File: src/ffha_pkg.sv
// Shared types and codes for the first-fit heap allocator.
`default_nettype none
package ffha_pkg;

    // request kinds
    localparam logic KIND_ALLOC = 1'b0;
    localparam logic KIND_FREE  = 1'b1;

    // result status codes
    localparam logic [1:0] ST_OK        = 2'd0;
    localparam logic [1:0] ST_TOO_LARGE = 2'd1;
    localparam logic [1:0] ST_SIZE_ZERO = 2'd2;
    localparam logic [1:0] ST_NO_MEMORY = 2'd3;

    typedef struct packed {
        logic        kind;
        logic [15:0] request_size;
        logic [14:0] free_address;
        logic        free_is_null;
    } t_req;

    typedef struct packed {
        logic [1:0]  status;
        logic [14:0] data_address;
    } t_res;

    // finished result handed from the sequencer to the output register
    typedef struct packed {
        logic valid;
        t_res res;
    } t_done;

endpackage
`default_nettype wire

File: src/ffha_ctrl.sv
// Allocation and free sequencer: walks, splits and merges headers in the store.
`default_nettype none
module ffha_ctrl
    import ffha_pkg::*;
#(
    parameter int PAGE_BYTES   = 4096,
    parameter int NUM_PAGES    = 8,
    parameter int HEADER_BYTES = 32,
    parameter int GW           = 12,
    parameter int SZW          = 9,
    parameter int EW           = 20
) (
    input  wire logic           i_clk,
    input  wire logic           i_rst_n,
    input  wire logic           i_req_valid,
    input  wire t_req           i_req,
    output logic                o_req_stall,
    output t_done               o_done,
    input  wire logic           i_done_ready,
    output logic                o_mem_we,
    output logic      [GW-1:0]  o_mem_waddr,
    output logic      [EW-1:0]  o_mem_wdata,
    output logic                o_mem_re,
    output logic      [GW-1:0]  o_mem_raddr,
    input  wire logic [EW-1:0]  i_mem_rdata
);

    localparam int PG   = PAGE_BYTES / 8;
    localparam int HG   = HEADER_BYTES / 8;
    localparam int LIM  = PG - HG;
    localparam int POOL = NUM_PAGES * PAGE_BYTES;
    localparam int PCW  = $clog2(NUM_PAGES + 1);
    localparam int OW   = SZW + 2;

    localparam logic [OW-1:0]  HG_W  = OW'(HG);
    localparam logic [OW-1:0]  PG_W  = OW'(PG);
    localparam logic [SZW-1:0] LIM_W = SZW'(LIM);

    // sequencer states
    localparam logic [4:0] S_IDLE  = 5'd0;
    localparam logic [4:0] S_ARD   = 5'd1;
    localparam logic [4:0] S_ACHK  = 5'd2;
    localparam logic [4:0] S_NOFIT = 5'd3;
    localparam logic [4:0] S_TAKE  = 5'd4;
    localparam logic [4:0] S_TCUR  = 5'd5;
    localparam logic [4:0] S_FIXRD = 5'd6;
    localparam logic [4:0] S_FIXWR = 5'd7;
    localparam logic [4:0] S_FCHK  = 5'd8;
    localparam logic [4:0] S_FOFF  = 5'd9;
    localparam logic [4:0] S_FRD   = 5'd10;
    localparam logic [4:0] S_FCUR  = 5'd11;
    localparam logic [4:0] S_FPRV  = 5'd12;
    localparam logic [4:0] S_FNX   = 5'd13;
    localparam logic [4:0] S_FNCHK = 5'd14;
    localparam logic [4:0] S_FEND  = 5'd15;
    localparam logic [4:0] S_DONE  = 5'd16;

    logic [4:0]     r_state, n_state, r_ret, n_ret;
    logic [PCW-1:0] r_pages, n_pages, r_pg, n_pg;
    logic [SZW-1:0] r_off, n_off, r_rg, n_rg, r_noff, n_noff;
    logic [SZW-1:0] r_fix_off, n_fix_off, r_fix_prev, n_fix_prev;
    logic           r_fix_en, n_fix_en;
    logic           r_cv, n_cv, r_cu, n_cu;
    logic [SZW-1:0] r_cs, n_cs, r_cp, n_cp;
    logic [14:0]    r_fa, n_fa;
    logic [GW-1:0]  r_g, n_g;
    logic [1:0]     r_st, n_st;
    logic [14:0]    r_addr, n_addr;

    // fields of the header just read
    logic           m_v, m_u;
    logic [SZW-1:0] m_s, m_p;
    assign m_v = i_mem_rdata[EW-1];
    assign m_u = i_mem_rdata[EW-2];
    assign m_s = i_mem_rdata[2*SZW-1:SZW];
    assign m_p = i_mem_rdata[SZW-1:0];

    // granule address of an offset in the current page
    function automatic logic [GW-1:0] gaddr(input logic [PCW-1:0] pg,
                                            input logic [SZW-1:0] off);
        logic [31:0] t;
        t = 32'(pg) * 32'(PG) + 32'(off);
        return t[GW-1:0];
    endfunction

    // rounded request in granules
    logic [16:0] req_sum;
    logic [13:0] rg14;
    assign req_sum = {1'b0, i_req.request_size} + 17'd7;
    assign rg14    = req_sum[16:3];

    // offset of the following entry, for the current entry and the one read
    logic [OW-1:0] cur_next, rd_next, split_off;
    assign cur_next  = {2'b00, r_off} + HG_W + {2'b00, r_cs};
    assign rd_next   = {2'b00, r_noff} + HG_W + {2'b00, m_s};
    assign split_off = {2'b00, r_off} + HG_W + {2'b00, r_rg};

    // free address decode: data offset, granule and page by threshold count
    logic [31:0]    fa_rel;
    logic [PCW-1:0] fa_page;
    always_comb begin
        fa_rel  = 32'(r_fa) - 32'(HEADER_BYTES);
        fa_page = '0;
        for (int k = 1; k < NUM_PAGES; k++) begin
            fa_page = fa_page + PCW'((fa_rel >> 3) >= 32'(k * PG));
        end
    end

    logic [31:0] byte_addr;
    assign byte_addr = 32'(gaddr(r_pg, r_off)) * 32'd8 + 32'(HEADER_BYTES);

    assign o_req_stall = (r_state != S_IDLE);

    // next-state and memory access logic
    always_comb begin
        n_state    = r_state;
        n_ret      = r_ret;
        n_pages    = r_pages;
        n_pg       = r_pg;
        n_off      = r_off;
        n_rg       = r_rg;
        n_noff     = r_noff;
        n_fix_off  = r_fix_off;
        n_fix_prev = r_fix_prev;
        n_fix_en   = r_fix_en;
        n_cv       = r_cv;
        n_cu       = r_cu;
        n_cs       = r_cs;
        n_cp       = r_cp;
        n_fa       = r_fa;
        n_g        = r_g;
        n_st       = r_st;
        n_addr     = r_addr;
        o_mem_we    = 1'b0;
        o_mem_re    = 1'b0;
        o_mem_waddr = gaddr(r_pg, r_off);
        o_mem_raddr = gaddr(r_pg, r_off);
        o_mem_wdata = {r_cv, r_cu, r_cs, r_cp};
        o_done.valid = 1'b0;
        o_done.res.status       = r_st;
        o_done.res.data_address = r_addr;
        case (r_state)
            S_IDLE: begin
                if (i_req_valid) begin
                    n_st   = ST_OK;
                    n_addr = '0;
                    if (i_req.kind == KIND_ALLOC) begin
                        if (32'(rg14) > 32'(LIM)) begin
                            n_st    = ST_TOO_LARGE;
                            n_state = S_DONE;
                        end else if (rg14 == 14'd0) begin
                            n_st    = ST_SIZE_ZERO;
                            n_state = S_DONE;
                        end else begin
                            n_rg = SZW'(rg14);
                            n_pg  = '0;
                            n_off = '0;
                            n_state = (r_pages == '0) ? S_NOFIT : S_ARD;
                        end
                    end else if (i_req.free_is_null) begin
                        n_state = S_DONE;
                    end else begin
                        n_fa    = i_req.free_address;
                        n_state = S_FCHK;
                    end
                end
            end
            // first-fit walk
            S_ARD: begin
                o_mem_re = 1'b1;
                n_state  = S_ACHK;
            end
            S_ACHK: begin
                if (!m_u && m_s >= r_rg) begin
                    n_cv = m_v;
                    n_cu = m_u;
                    n_cs = m_s;
                    n_cp = m_p;
                    n_state = S_TAKE;
                end else if ((({2'b00, r_off} + HG_W + {2'b00, m_s})) < PG_W) begin
                    n_off   = SZW'({2'b00, r_off} + HG_W + {2'b00, m_s});
                    n_state = S_ARD;
                end else if (32'(r_pg) + 32'd1 < 32'(r_pages)) begin
                    n_pg    = r_pg + PCW'(1);
                    n_off   = '0;
                    n_state = S_ARD;
                end else begin
                    n_state = S_NOFIT;
                end
            end
            S_NOFIT: begin
                if (32'(r_pages) < 32'(NUM_PAGES)) begin
                    n_pg    = r_pages;
                    n_off   = '0;
                    n_cv    = 1'b1;
                    n_cu    = 1'b0;
                    n_cs    = LIM_W;
                    n_cp    = '0;
                    n_pages = r_pages + PCW'(1);
                    n_state = S_TAKE;
                end else begin
                    n_st    = ST_NO_MEMORY;
                    n_state = S_DONE;
                end
            end
            // split off the remainder when it can hold a header
            S_TAKE: begin
                n_addr   = byte_addr[14:0];
                n_fix_en = 1'b0;
                if ({2'b00, r_cs} > {2'b00, r_rg} + HG_W) begin
                    o_mem_we    = 1'b1;
                    o_mem_waddr = gaddr(r_pg, SZW'(split_off));
                    o_mem_wdata = {1'b1, 1'b0, SZW'({2'b00, r_cs} - {2'b00, r_rg} - HG_W),
                                   r_off};
                    n_fix_off  = SZW'(cur_next);
                    n_fix_en   = (cur_next < PG_W);
                    n_fix_prev = SZW'(split_off);
                    n_cs       = r_rg;
                end
                n_state = S_TCUR;
            end
            S_TCUR: begin
                o_mem_we    = 1'b1;
                o_mem_wdata = {1'b1, 1'b1, r_cs, r_cp};
                n_cu        = 1'b1;
                n_ret       = S_DONE;
                n_state     = r_fix_en ? S_FIXRD : S_DONE;
            end
            // re-link the previous pointer of a following entry
            S_FIXRD: begin
                o_mem_re    = 1'b1;
                o_mem_raddr = gaddr(r_pg, r_fix_off);
                n_state     = S_FIXWR;
            end
            S_FIXWR: begin
                o_mem_we    = 1'b1;
                o_mem_waddr = gaddr(r_pg, r_fix_off);
                o_mem_wdata = {i_mem_rdata[EW-1:SZW], r_fix_prev};
                n_state     = r_ret;
            end
            // free: address checks
            S_FCHK: begin
                if (32'(r_fa) < 32'(HEADER_BYTES) || fa_rel[2:0] != 3'd0 ||
                    fa_rel >= 32'(POOL) || fa_page >= r_pages) begin
                    n_state = S_DONE;
                end else begin
                    n_pg    = fa_page;
                    n_g     = GW'(fa_rel >> 3);
                    n_state = S_FOFF;
                end
            end
            S_FOFF: begin
                n_off   = SZW'(32'(r_g) - 32'(r_pg) * 32'(PG));
                n_state = S_FRD;
            end
            S_FRD: begin
                o_mem_re = 1'b1;
                n_state  = S_FCUR;
            end
            S_FCUR: begin
                if (!m_v || !m_u) begin
                    n_state = S_DONE;
                end else begin
                    n_cv = 1'b1;
                    n_cu = 1'b0;
                    n_cs = m_s;
                    n_cp = m_p;
                    if (r_off != '0) begin
                        o_mem_re    = 1'b1;
                        o_mem_raddr = gaddr(r_pg, m_p);
                        n_state     = S_FPRV;
                    end else begin
                        n_state = S_FNX;
                    end
                end
            end
            // merge into a free previous entry
            S_FPRV: begin
                if (!m_u) begin
                    o_mem_we    = 1'b1;
                    o_mem_wdata = {1'b0, 1'b0, r_cs, r_cp};
                    n_fix_off   = SZW'(cur_next);
                    n_fix_en    = (cur_next < PG_W);
                    n_fix_prev  = r_cp;
                    n_cs        = SZW'({2'b00, m_s} + HG_W + {2'b00, r_cs});
                    n_off       = r_cp;
                    n_cp        = m_p;
                    n_cu        = 1'b0;
                    n_cv        = 1'b1;
                    n_ret       = S_FNX;
                    n_state     = (cur_next < PG_W) ? S_FIXRD : S_FNX;
                end else begin
                    n_state = S_FNX;
                end
            end
            S_FNX: begin
                if (cur_next < PG_W) begin
                    n_noff      = SZW'(cur_next);
                    o_mem_re    = 1'b1;
                    o_mem_raddr = gaddr(r_pg, SZW'(cur_next));
                    n_state     = S_FNCHK;
                end else begin
                    n_state = S_FEND;
                end
            end
            // merge a free following entry
            S_FNCHK: begin
                if (!m_u) begin
                    o_mem_we    = 1'b1;
                    o_mem_waddr = gaddr(r_pg, r_noff);
                    o_mem_wdata = {1'b0, 1'b0, m_s, m_p};
                    n_cs        = SZW'({2'b00, r_cs} + HG_W + {2'b00, m_s});
                    n_fix_off   = SZW'(rd_next);
                    n_fix_en    = (rd_next < PG_W);
                    n_fix_prev  = r_off;
                    n_ret       = S_FEND;
                    n_state     = (rd_next < PG_W) ? S_FIXRD : S_FEND;
                end else begin
                    n_state = S_FEND;
                end
            end
            S_FEND: begin
                o_mem_we = 1'b1;
                n_state  = S_DONE;
            end
            S_DONE: begin
                o_done.valid = 1'b1;
                if (i_done_ready) begin
                    n_state = S_IDLE;
                end
            end
            default: begin
                n_state = S_IDLE;
            end
        endcase
    end

    // control registers
    always_ff @(posedge i_clk) begin
        if (!i_rst_n) begin
            r_state <= S_IDLE;
            r_ret   <= S_IDLE;
            r_pages <= '0;
        end else begin
            r_state <= n_state;
            r_ret   <= n_ret;
            r_pages <= n_pages;
        end
    end

    // working registers
    always_ff @(posedge i_clk) begin
        r_pg       <= n_pg;
        r_off      <= n_off;
        r_rg       <= n_rg;
        r_noff     <= n_noff;
        r_fix_off  <= n_fix_off;
        r_fix_prev <= n_fix_prev;
        r_fix_en   <= n_fix_en;
        r_cv       <= n_cv;
        r_cu       <= n_cu;
        r_cs       <= n_cs;
        r_cp       <= n_cp;
        r_fa       <= n_fa;
        r_g        <= n_g;
        r_st       <= n_st;
        r_addr     <= n_addr;
    end

`ifndef SYNTHESIS
    a_one_access: assert property (@(posedge i_clk) disable iff (!i_rst_n)
        !(o_mem_we && o_mem_re))
        else $error("header store read and written in one cycle");
    a_pages_bound: assert property (@(posedge i_clk) disable iff (!i_rst_n)
        32'(r_pages) <= 32'(NUM_PAGES))
        else $error("opened page count beyond pool");
    a_pages_grow: assert property (@(posedge i_clk) disable iff (!i_rst_n)
        $past(i_rst_n) |-> r_pages >= $past(r_pages))
        else $error("opened page count went down");
    a_done_idle: assert property (@(posedge i_clk) disable iff (!i_rst_n)
        (r_state == S_DONE && i_done_ready) |=> r_state == S_IDLE)
        else $error("result handed over without returning to idle");
`endif

endmodule
`default_nettype wire

File: config.mk
export PLATFORM = sky130hd
export DESIGN_NAME = ffha_ctrl
export DESIGN_NICKNAME = d
export VERILOG_FILES = /design/src/ffha_pkg.sv /design/src/ffha_ctrl.sv
export SDC_FILE = /design/constraint.sdc
export NUM_CORES = 1
export LEC_CHECK = 0
export ABC_AREA = 1
export BUFFER_PORTS_ARGS = -buffer_cell sky130_fd_sc_hd__buf_4
export CORE_ASPECT_RATIO = 1.2
export CORE_MARGIN = 4
export CORE_UTILIZATION = 60
export CTS_CLUSTER_DIAMETER = 50
export CTS_CLUSTER_SIZE = 20
export DETAILED_ROUTE_END_ITERATION = 8
export PLACE_DENSITY = 0.8
export SLEW_MARGIN = 0
export SYNTH_ARGS = -nofsm -noshare
export SYNTH_HDL_FRONTEND = slang
export SYNTH_SLANG_ARGS = --single-unit
File: constraint.sdc
create_clock -name i_clk -period 5.8 [get_ports i_clk]
set_input_delay 0.58 -clock i_clk [delete_from_list [all_inputs] [get_ports i_clk]]
set_output_delay 0.58 -clock i_clk [all_outputs]
set_load 0.03 [all_outputs]
==> results of run 1 <==
[synthesized netlist by cell type (14+ instances only)]
master / n / area, sq um
nor3_1: 18 / 90.1
xor2_1: 27 / 236
a21oi_1: 80 / 400
nand2_1: 306 / 1150
nand4_1: 21 / 131
o211ai_1: 25 / 188
nand3_1: 66 / 330
o21ai_0: 68 / 340
edfxtp_1: 108 / 3240
nor2_1: 137 / 514
xnor2_1: 25 / 219
inv_1: 189 / 709
ha_1: 102 / 1280
inv_2: 14 / 52.6
[power by group]
group	leakage, nW	switching, W	internal (W)
clock network	0.299	0.000456	0.000650
logic	4.26	0.000437	0.000226
registers	1.09	0.0000324	0.000987
[per-stage QoR]
| step | area [sq um] | hold slack, ns | util |
|---|---|---|---|
| floorplan | 10700 | 0.400 | - |
| global placement | 11700 | 0.427 | 0.669 |
| detailed placement | 11700 | 0.434 | 0.669 |
| CTS | 12300 | 0.319 | 0.703 |
| global route | 12300 | 0.312 | 0.703 |
| finish | 12300 | 0.328 | 0.703 |
[worst register-to-register path, stage by stage, from the launching register on]
cell and delay, ns:
edfxtp_1 0.43, nor2_1 0.19, nand2_1 0.11, nor2_1 0.21
nand2_1 0.12, nand2_1 0.09, nand3_1 0.19, inv_1 0.10
nand2_1 0.07, or2_2 0.30, fa_1 0.51, inv_1 0.05
fa_1 0.50, fa_1 0.44, fa_1 0.51, inv_1 0.05
ha_1 0.26, o21ai_0 0.09, nand2_1 0.07, nand2_1 0.06
nand2_1 0.04, nand2_1 0.05, nand3_1 0.07, inv_1 0.09
nor2_1 0.06, nand3b_1 0.16, nor2_1 0.28
[state kept, by name, summed over array words and instances (netlist names)]
name and count:
r_fa 15, r_addr 12, r_cp 9, r_cs 9
r_fix_off 9, r_fix_prev 9, r_g 9, r_noff 9
r_off 9, r_rg 9, r_state 5, r_pages 4
r_pg 4, r_ret 3, r_st 2, r_cu 1
r_cv 1, r_fix_en 1
[cell families (layout without fill, tap and decap cells)]
family,count (synthesis),after routing
other cells,1,3
xor+xnor,53,53
simple gates,610,610
flops,120,120
fa+ha+maj,113,113
compound gates,253,253
buf+inv,238,360
[cell type report]
type / count / area (sq um) / share of cell area
flip-flops and latches: 120 / 3480 / 0.283
multi-input cells: 1032 / 6250 / 0.508
clock buffers: 17 / 425 / 0.0346
inverters: 205 / 774 / 0.0629
well taps: 220 / 275 / 0.0224
clock inverters: 15 / 178 / 0.0144
repair buffers: 123 / 923 / 0.0750
[worst max path at each step]
stage                            startpoint           endpoint  slack [ns]
final                     r_fa[7]$_DFFE_PP_  r_pg[1]$_DFFE_PP_        0.39
after global placement    r_fa[7]$_DFFE_PP_  r_pg[1]$_DFFE_PP_        0.67
after global routing      r_fa[7]$_DFFE_PP_  r_pg[0]$_DFFE_PP_        0.01
after floorplan           r_fa[7]$_DFFE_PP_  r_pg[0]$_DFFE_PP_        0.89
after detailed placement  r_fa[7]$_DFFE_PP_  r_pg[2]$_DFFE_PP_        0.49
after CTS                 r_fa[7]$_DFFE_PP_  r_pg[0]$_DFFE_PP_        0.43
[routing by layer]
| metal | GRT usage | up-vias | wire length, microns | part of all wire |
|---|---|---|---|---|
| met5 | 0 | - | 0 | 0 |
| met3 | 0.0757 | 191 | 3460 | 0.097 |
| li1 | - | 4952 | - | - |
| met4 | 0.235 | 0 | 2860 | 0.080 |
| met2 | 0.585 | 649 | 16800 | 0.47 |
| met1 | 0.420 | 4897 | 12500 | 0.35 |
==> out/qor.yml, run 1 <==
flow_run:
  max_cap_viol_count: 0
synth:
  ys_types: 57
  synthCells: 1388
  ys_seq_area_frac: 0.326
  synth_fa_ha_area_frac: 0.140
  synthSimpleGateAreaFrac: 0.254
  synthXorXnorAreaFrac: 0.0442
  synth-seq-cells: 120
  synth_top_family_by_area: "simple AND/OR/NAND/NOR gates"
  muxShareOfSynthArea: 0
  yosysWarnings: 0
  synth.avg_cell_area_sq_um: 7.69
  synth_compound_area_frac: 0.145
  async_flop_share: 0
  synth_area_sq_um: 10700
  synth_edf_count: 108
  ys.flop_type: "edfxtp_1"
power:
  p_total_w: 0.00279
  cellLeakagePower_nw: 5.65
  peakVddDrop_mv: 0.213
  p_per_area_nw_per_um2: 227
die:
  die_w_microns: 130
  core.rowCount: 53
  core-area_sq_um: 17500
  fp.dieH_microns: 154
  boundaryPins: 122
  start_util: 0.610
  die_area_sq_um: 20000
drt:
  drt_iter0_markers: 1407
  routed_wl_mm: 35.7
  routedWlPerCell_microns: 20.6
  drc: 0
  drtPass1Iterations: 7
  via_per_inst: 6.17
  ant_nets: 0
  vias: 10689
cts:
  cts_tree: "built"
  clk_pin_slew_worst_paths_ns: 0.07
  cts_resized: 0
  cts.path.max_buffers: 2
  postCtsHoldBufs: 0
  cts_sinks: 120
  clock_latency_ns: 0.43
  cts_setup_buffers: 0
  cts.htree.levels: 4
  root_buffer: "clkbuf_16"
  cts_buffers: 17
setup_path:
  cp.depth: 26
  r2r_end: "r_pg[1]$_DFFE_PP_"
  critical-path-top-delay-family: "adder cells"
  worstPathRequired_ns: 5.91
  crit_path_frequent_cell: "nand2_1"
  slowest_delay_ns: 0.51
  rr_worst_depth: 26
  endpoint_kind: "flop"
  start_kind: "flop"
  path_max_fanout: 5
  cp.arrival_ns: 5.52
  crit_buf_inv: 4
  crit_slowest_cell: "fa_1"
  r2r_start: "r_fa[7]$_DFFE_PP_"
  crit_type: "flop to flop"
  r2r_slack_ns: 0.39
final_layout:
  synthToLayoutAreaGrowth_pct: 15.3
  n_antenna_cell: 0
  drive_gt1_frac: 0.145
  final_common_cell: "nand2_1"
  final_cells: 1732
  nets: 1669
  n_fill_cell: 1463
  layout_common_cells: "nand2_1, inv_1, nor2_1"
grt:
  grt_start_max_net_pins: 29
  grt_util_all_layers: 0.358
  grt_pass1_wl_mm: 54.8
  grt_pass1_vias: 10413
  overflow: 0
  antenna_found_initial: 0
sta:
  clock_skew_ns: 0.0111
  drv_slew: 0
  max_freq_mhz: 185
  fin_setup_tns_ns: 0
  finalSetupViolations: 0
  worstMarginPinSlew_ns: 0.989
  slew_headroom: 0.338
  fin_ws_ns: 0.388
  rsz0062_at_grt: "false"
  finalCritPeriodShare: 0.933
  period_needed_ns: 5.41
  hold_viol_final: 0
place:
  routabilityCongestion: 1.02
  dp.cells: 1700
  hpwl_mm: 27.7
  port_buffers: 118
  post-place-ws_ns: 0.492
hold_path:
  holdCritStartpoint: "i_req[7]"
  hold_path_end: "r_fa[6]$_DFFE_PP_"
  holdPathStages: 1
  hp-class: "input pin to flop"
outcome:
  outcome: "complete, no violations"
No activity file was read; power rests on OpenSTA's default activity.
==> run 2, diff against run 1 <==
CORE_MARGIN = 1   (was 4)
==> run 2 against run 1 <==
Sequential share of layout area fell by 0.052 points. Clock-buffer cell count did not move. Critical path depth fell by 1. First-iteration DRC count fell by 9.0%. Flip-flop and latch count did not move. Final area rose by 0.18%. Non-clock buffer count did not move. Fmax rose by 1.1%. Register-to-register slack improved by 0.06 ns. Sequential power barely moved. Clock skew fell by 0.0034 ns. Die area fell by 8.3%.
==> out/qor.yml, run 2 (synthesis results as in run 1) <==
grt:
  grt_pass1_wl_mm: 54.5  # -0.43%
  grt_util_all_layers: 0.400  # +0.0422
  grt_pass1_vias: 10313  # -0.96%
  overflow: 0  # unchanged
  antenna_found_initial: 1  # +1
  grt_start_max_net_pins: 29  # unchanged
final_layout:
  largest_reg_flops: 15  # unchanged
  drive_gt1_frac: 0.144  # -0.000566
  layout_common_cells: "nand2_1, inv_1, nor2_1"
  final_common_cell: "nand2_1"
  nets: 1669  # unchanged
  synthToLayoutAreaGrowth_pct: 15.5
  n_fill_cell: 1474  # +0.75%
  final_cells: 1731  # -0.058%
  top_regs: "r_fa x15, r_addr x12"
  top_register: "r_fa"
  n_antenna_cell: 0  # unchanged
sta:
  timing.hold.ws_ns: 0.324  # -0.00409 ns
  drv_slew: 0  # unchanged
  finalCritPeriodShare: 0.923  # -0.0101
  period_needed_ns: 5.35  # -0.0588 ns
  worstMarginPinSlew_ns: 1.18  # +0.188 ns
  finalSetupViolations: 0  # unchanged
  fin_ws_ns: 0.447  # +0.0588 ns
  fin_setup_tns_ns: 0  # unchanged
  hold_viol_final: 0  # unchanged
  slew_headroom: 0.209  # -0.129
  max_freq_mhz: 187  # +1.1%
  rsz0062_at_grt: "false"
  clock_skew_ns: 0.00764  # -0.00342 ns
die:
  fp.dieH_microns: 148  # -3.9%
  die_w_microns: 124  # -4.6%
  core-area_sq_um: 17400  # -0.38%
  die_area_sq_um: 18300  # -8.3%
  start_util: 0.612  # +0.00232
  boundaryPins: 122  # unchanged
  core.rowCount: 53  # unchanged
cts:
  postCtsHoldBufs: 0  # unchanged
  cts_resized: 0  # unchanged
  cts_sinks: 120  # unchanged
  clock_latency_ns: 0.43  # about the same
  cts.htree.levels: 4  # unchanged
  root_buffer: "clkbuf_16"
  cts_setup_buffers: 0  # unchanged
  cts.path.max_buffers: 2  # unchanged
  clk_pin_slew_worst_paths_ns: 0.06  # about the same
  cts_tree: "built"
  cts_buffers: 17  # unchanged
setup_path:
  start_kind: "flop"
  endpoint_kind: "flop"
  critPathLaunch: "r_fa[7]$_DFFE_PP_"
  crit_slowest_cell: "fa_1"
  r2r_slack_ns: 0.45  # +0.06 ns
  path_max_fanout: 9  # +4
  r2r_end: "r_g[1]$_DFFE_PP_"
  rr_worst_depth: 25  # -3.8%
  crit_type: "flop to flop"
  worstPathRequired_ns: 5.89  # -0.02 ns
  r2r_start: "r_fa[7]$_DFFE_PP_"
  cp.arrival_ns: 5.44  # -0.08 ns
  crit_path_frequent_cell: "nand2_1"
  slowest_delay_ns: 0.52  # about the same
place:
  post-place-ws_ns: 0.465  # -0.0267 ns
  port_buffers: 118  # unchanged
  routabilityCongestion: 1.01  # -0.75%
  hpwl_mm: 27.0  # -2.7%
  dp.cells: 1700  # unchanged
drt:
  routed_wl_mm: 35.3  # -1.1%
  vias: 10753  # +0.60%
  ant_nets: 0  # unchanged
  drtPass1Iterations: 8  # +1
  drt_iter0_markers: 1280  # -9.0%
  via_per_inst: 6.21  # +0.66%
  routedWlPerCell_microns: 20.4  # -1.0%
  drc: 0  # unchanged
hold_path:
  holdPathStages: 1  # unchanged
  holdCritStartpoint: "i_req[1]"
  hp-class: "input pin to flop"
  hold_path_end: "r_fa[0]$_DFFE_PP_"
flow_run:
  max_cap_viol_count: 0  # unchanged
power:
  p_per_area_nw_per_um2: 230  # +1.4%
  cellLeakagePower_nw: 5.65  # about the same
  peakVddDrop_mv: 0.206  # -3.6%
outcome:
  outcome: "complete, no violations"
[run 2: changes by cell type in the layout (fill, tap and decap cells not counted)]
cell        delta
nor2_1         -1
bufinv_16      +2
inv_8          -3
inv_6          -3
clkinv_1       +1
clkinvlp_4     +1
nor2_2         +1
clkinv_4       +1
[run 2: where the power goes]
part | switching [W] | internal [W] | total (W)
sequential | 0.0000327 | 0.000987 | 0.00102
clock | 0.000419 | 0.000720 | 0.00114
combinational | 0.000448 | 0.000226 | 0.000674
total | 0.000900 | 0.00193 | 0.00283
[run 2: worst max-delay path by stage]
stage	endpoint	slack [ns]	depth (start not counted)
after CTS	r_pg[3]$_DFFE_PP_	0.39	26
after floorplan	r_pg[0]$_DFFE_PP_	0.89	26
after global routing	r_g[3]$_DFFE_PP_	0.04	25
after detailed placement	r_pg[1]$_DFFE_PP_	0.46	26
final	r_g[1]$_DFFE_PP_	0.45	25
after global placement	r_pg[0]$_DFFE_PP_	0.66	26
[run 2: per-layer routing]
metal / up-vias / share of wire / track usage
li1: 4943 / - / -
met1: 4908 / 0.36 / 0.477
met2: 718 / 0.45 / 0.633
met3: 182 / 0.10 / 0.0847
met4: 2 / 0.082 / 0.287
met5: - / 0.00026 / 0
[run 2: critical path: cells and delay by family, from the launching register on]
family | cells | cell delay, ns
compound gates | 1 | 0.08
fa+ha+maj | 5 | 2.24
buf+inv | 5 | 0.58
flops | 1 | 0.42
simple gates | 14 | 1.66
[run 2: cell type report]
| cell class | count | area (sq um) | area share |
|---|---|---|---|
| Multi-Input combinational cell | 1032 | 6250 | 0.507 |
| Tap cell | 220 | 275 | 0.0223 |
| Sequential cell | 120 | 3480 | 0.283 |
| Clock buffer | 17 | 425 | 0.0345 |
| Timing Repair Buffer | 123 | 923 | 0.0749 |
| Clock inverter | 14 | 198 | 0.0160 |
| Inverter | 205 | 774 | 0.0628 |
[run 2: stage by stage]
| stage | cell area (sq um) | utilization | power (W) |
|---|---|---|---|
| finish | 12300 | 0.707 | 0.00283 |
| global route | 12300 | 0.707 | 0.00292 |
| CTS | 12300 | 0.707 | 0.00280 |
| detailed placement | 11700 | 0.671 | 0.00168 |
| global placement | 11700 | 0.671 | 0.00167 |
| floorplan | 10700 | - | 0.00145 |
==> run 3, diff against run 2 <==
--- a/config.mk
+++ b/config.mk
@@ -6,5 +6,4 @@
 export NUM_CORES = 1
 export LEC_CHECK = 0
-export ABC_AREA = 1
 export BUFFER_PORTS_ARGS = -buffer_cell sky130_fd_sc_hd__buf_4
 export CORE_ASPECT_RATIO = 1.2
==> constraint.sdc (replaced) <==
create_clock -name i_clk -period 5.8 [get_ports i_clk]
set_input_delay 0.58 -clock i_clk [delete_from_list [all_inputs] [get_ports i_clk]]
set_output_delay 0.58 -clock i_clk [all_outputs]
set_load 0.02 [all_outputs]
==> run 3 against run 2 <==
Hold slack lost 0.0026 ns. Power grew 4.2%. Clock power shrank 6%. Highest routed layer is now met4.
==> out/qor.yml, run 3 <==
synth:
  synth_edf_count: 108  # unchanged
  ys_types: 74  # +30%
  yosysTopAreaCell: "edfxtp_1"
  synth-seq-cells: 120  # unchanged
  synth_common_cells: "nand2_1, edfxtp_1, ha_1"
  yosysWarnings: 0  # unchanged
  synth.avg_cell_area_sq_um: 9.21  # +20%
  synth_area_sq_um: 10000  # -5.9%
  async_flop_share: 0  # unchanged
  synthCells: 1091  # -21%
  ys.flop_type: "edfxtp_1"
  ys_top_cells_by_area: "edfxtp_1, ha_1, nand2_1"
  synth_most_common_cell: "nand2_1"
  yosysTopAreaCellShare: 0.323  # +0.0190
  ys_seq_area_frac: 0.347  # +0.0204
final_layout:
  nets: 1362  # -18%
  n_fill_cell: 1290  # -12%
  drive_gt1_frac: 0.152  # +0.00759
  final_common_cell: "buf_4"
  multi_input_comb_area_sq_um: 5990  # -4.1%
  synthToLayoutAreaGrowth_pct: 15.9
  top_regs: "r_fa x15, r_addr x12"
  top_register: "r_fa"
  register_area_sq_um: 3480  # unchanged
  largest_reg_flops: 15  # unchanged
  layout_common_cells: "buf_4, nand2_1, edfxtp_1"
  n_antenna_cell: 0  # unchanged
  final_cells: 1417  # -18%
  final_util: 0.716  # +0.00871
drt:
  drtPass1Iterations: 9  # +1
  drt_iter0_markers: 1383  # +8.0%
  ant_nets: 0  # unchanged
  vias: 9216  # -14%
  routedWlPerCell_microns: 21.3  # +4.5%
  via_per_inst: 6.50  # +4.7%
  drc: 0  # unchanged
  routed_wl_mm: 30.2  # -14%
flow_run:
  max_cap_viol_count: 0  # unchanged
sta:
  rsz0062_at_grt: "false"
  max_freq_mhz: 184  # -1.5%
  period_needed_ns: 5.44  # +0.0826 ns
  drv_slew: 0  # unchanged
  fin_setup_tns_ns: 0  # unchanged
  finalCritPeriodShare: 0.937  # +0.0142
  worstMarginPinSlew_ns: 1.09  # -0.0902 ns
  hold_viol_final: 0  # unchanged
  slew_headroom: 0.270  # +0.0611
  clock_skew_ns: 0.00672  # -0.000921 ns
  finalSetupViolations: 0  # unchanged
die:
  core.rowCount: 51  # -3.8%
  fp.dieH_microns: 144  # -2.9%
  core-area_sq_um: 16300  # -6.7%
  boundaryPins: 122  # unchanged
  die_w_microns: 120  # -2.9%
  die_area_sq_um: 17300  # -5.8%
  start_util: 0.617  # +0.00535
power:
  cellLeakagePower_nw: 4.94  # -13%
  p_int_w: 0.00191  # -1.0%
  switchingPower_w: 0.00104  # +15%
  swShare: 0.352  # +0.0343
  p_per_area_nw_per_um2: 253  # +10%
  combinationalPowerShare: 0.276  # +0.038
  seqPwrFrac: 0.363  # +0.003
  peakVddDrop_mv: 0.215  # +4.5%
  clockPowerShare: 0.362  # -0.040
setup_path:
  r2r_slack_ns: 0.36  # -0.08 ns
  start_kind: "flop"
  cp.arrival_ns: 5.56  # +0.12 ns
  endpoint_kind: "flop"
  path_max_fanout: 4  # -5
  worstPathRequired_ns: 5.93  # +0.04 ns
  crit_type: "flop to flop"
grt:
  antenna_found_initial: 0  # -1
  overflow: 0  # unchanged
  grt_pass1_wl_mm: 46.7  # -14%
  grt_start_max_net_pins: 29  # unchanged
  grt_pass1_vias: 8818  # -14%
  grt_util_all_layers: 0.358  # -0.0420
place:
  dp.cells: 1385  # -19%
  routabilityCongestion: 0.976  # -3.6%
  port_buffers: 118  # unchanged
  hpwl_mm: 23.0  # -15%
cts:
  clock_latency_ns: 0.43  # about the same
  cts_sinks: 120  # unchanged
  cts.path.max_buffers: 2  # unchanged
  clk_pin_slew_worst_paths_ns: 0.07  # about the same
  root_buffer: "clkbuf_16"
  cts_setup_buffers: 0  # unchanged
  cts_buffers: 17  # unchanged
  cts.htree.levels: 4  # unchanged
  cts_tree: "built"
outcome:
  outcome: "complete, no violations"
hold_path:
  hp-class: "input pin to flop"
## run 3: cell count changes in the layout (fill, tap and decap cells not counted), sizes merged, moves of 17 or more
cell,before,now
nand2,320,115
inv,208,94
nor2,157,80
nand3,67,18
a21oi,83,53
a222oi,0,25
xnor2,26,47
and2,3,20
o211ai,25,8
## run 3: power groups by stage
stage	logic [W]	registers, W	clock network (W)
after floorplan	0.000545	0.00106	0
after global placement	0.000769	0.00109	0
after detailed placement	0.000785	0.00109	0
after CTS	0.000794	0.00107	0.00106
after global routing	0.000882	0.00107	0.00110
final	0.000814	0.00107	0.00107
## run 3: timing repair
action	4_1_cts	5_1_grt
resized for setup	0	1
endpoints found under the setup margin	0	6
hold buffers	0	0
## run 3: path summary, 6_finish.rpt
| kind | depth (start not counted) | startpoint | endpoint |
|---|---|---|---|
| worst max-delay path | 18 | r_fa[9]$_DFFE_PP_ | r_pg[2]$_DFFE_PP_ |
| worst min-delay path | 1 | i_req[5] | r_fa[4]$_DFFE_PP_ |
| worst max register to register | 18 | r_fa[9]$_DFFE_PP_ | r_pg[2]$_DFFE_PP_ |
| worst min register to register | 0 | r_fa[3]$_DFFE_PP_ | r_g[0]$_DFFE_PP_ |
## run 3: cells by family (layout without fill, tap and decap cells)
family,after synthesis,after routing,share of synthesized area
DFF,120,120,0.347
xor gates and xnor gates,74,74,0.0645
muxes,14,14,0.0144
other,1,3,0.000373
adders and majority gates,113,113,0.149
AOI/OAI and AO/OA,289,289,0.200
and+or+nand+nor,344,344,0.166
buffers and inverters,136,248,0.0590
## run 3: stage by stage
stage / setup WS, ns / area [sq um] / power, W / hold WS, ns
5_1_grt: 0.0533 / 11600 / 0.00305 / 0.316
3_3_place_gp: 0.423 / 11000 / 0.00185 / 0.416
3_5_place_dp: 0.295 / 11000 / 0.00187 / 0.418
6_report: 0.364 / 11600 / 0.00295 / 0.322
2_1_floorplan: 0.655 / 10100 / 0.00161 / 0.400
4_1_cts: 0.256 / 11600 / 0.00292 / 0.315
## run 3: area by class of cell
class | instances | share of cell area
Inverter | 84 | 0.0271
Tap cell | 212 | 0.0228
Clock buffer | 17 | 0.0365
Clock inverter | 15 | 0.0149
Timing Repair Buffer | 132 | 0.0851
Sequential cell | 120 | 0.299
Multi-Input combinational cell | 837 | 0.514
## run 3: worst max-delay path, stage by stage (launching register included)
cell and delay [ns]:
edfxtp_1 0.45, nor4_2 0.44, and2_1 0.26, nand4b_1 0.11, a21oi_1 0.19, o21ba_2 0.20
nand2b_1 0.16, fa_1 0.50, inv_1 0.05, fa_1 0.50, fa_1 0.46, fa_1 0.54
inv_1 0.06, ha_1 0.27, a211o_1 0.26, o211ai_1 0.15, a21oi_1 0.16, nor2_1 0.13
and3b_1 0.26
## run 3: layer usage
metal	part of all wire	track usage	routed length [microns]	up-vias
li1	-	-	-	4243
met1	0.37	0.430	11200	4290
met4	0.055	0.209	1670	0
met2	0.48	0.605	14400	572
met5	0	0	0	-
met3	0.096	0.0587	2890	111
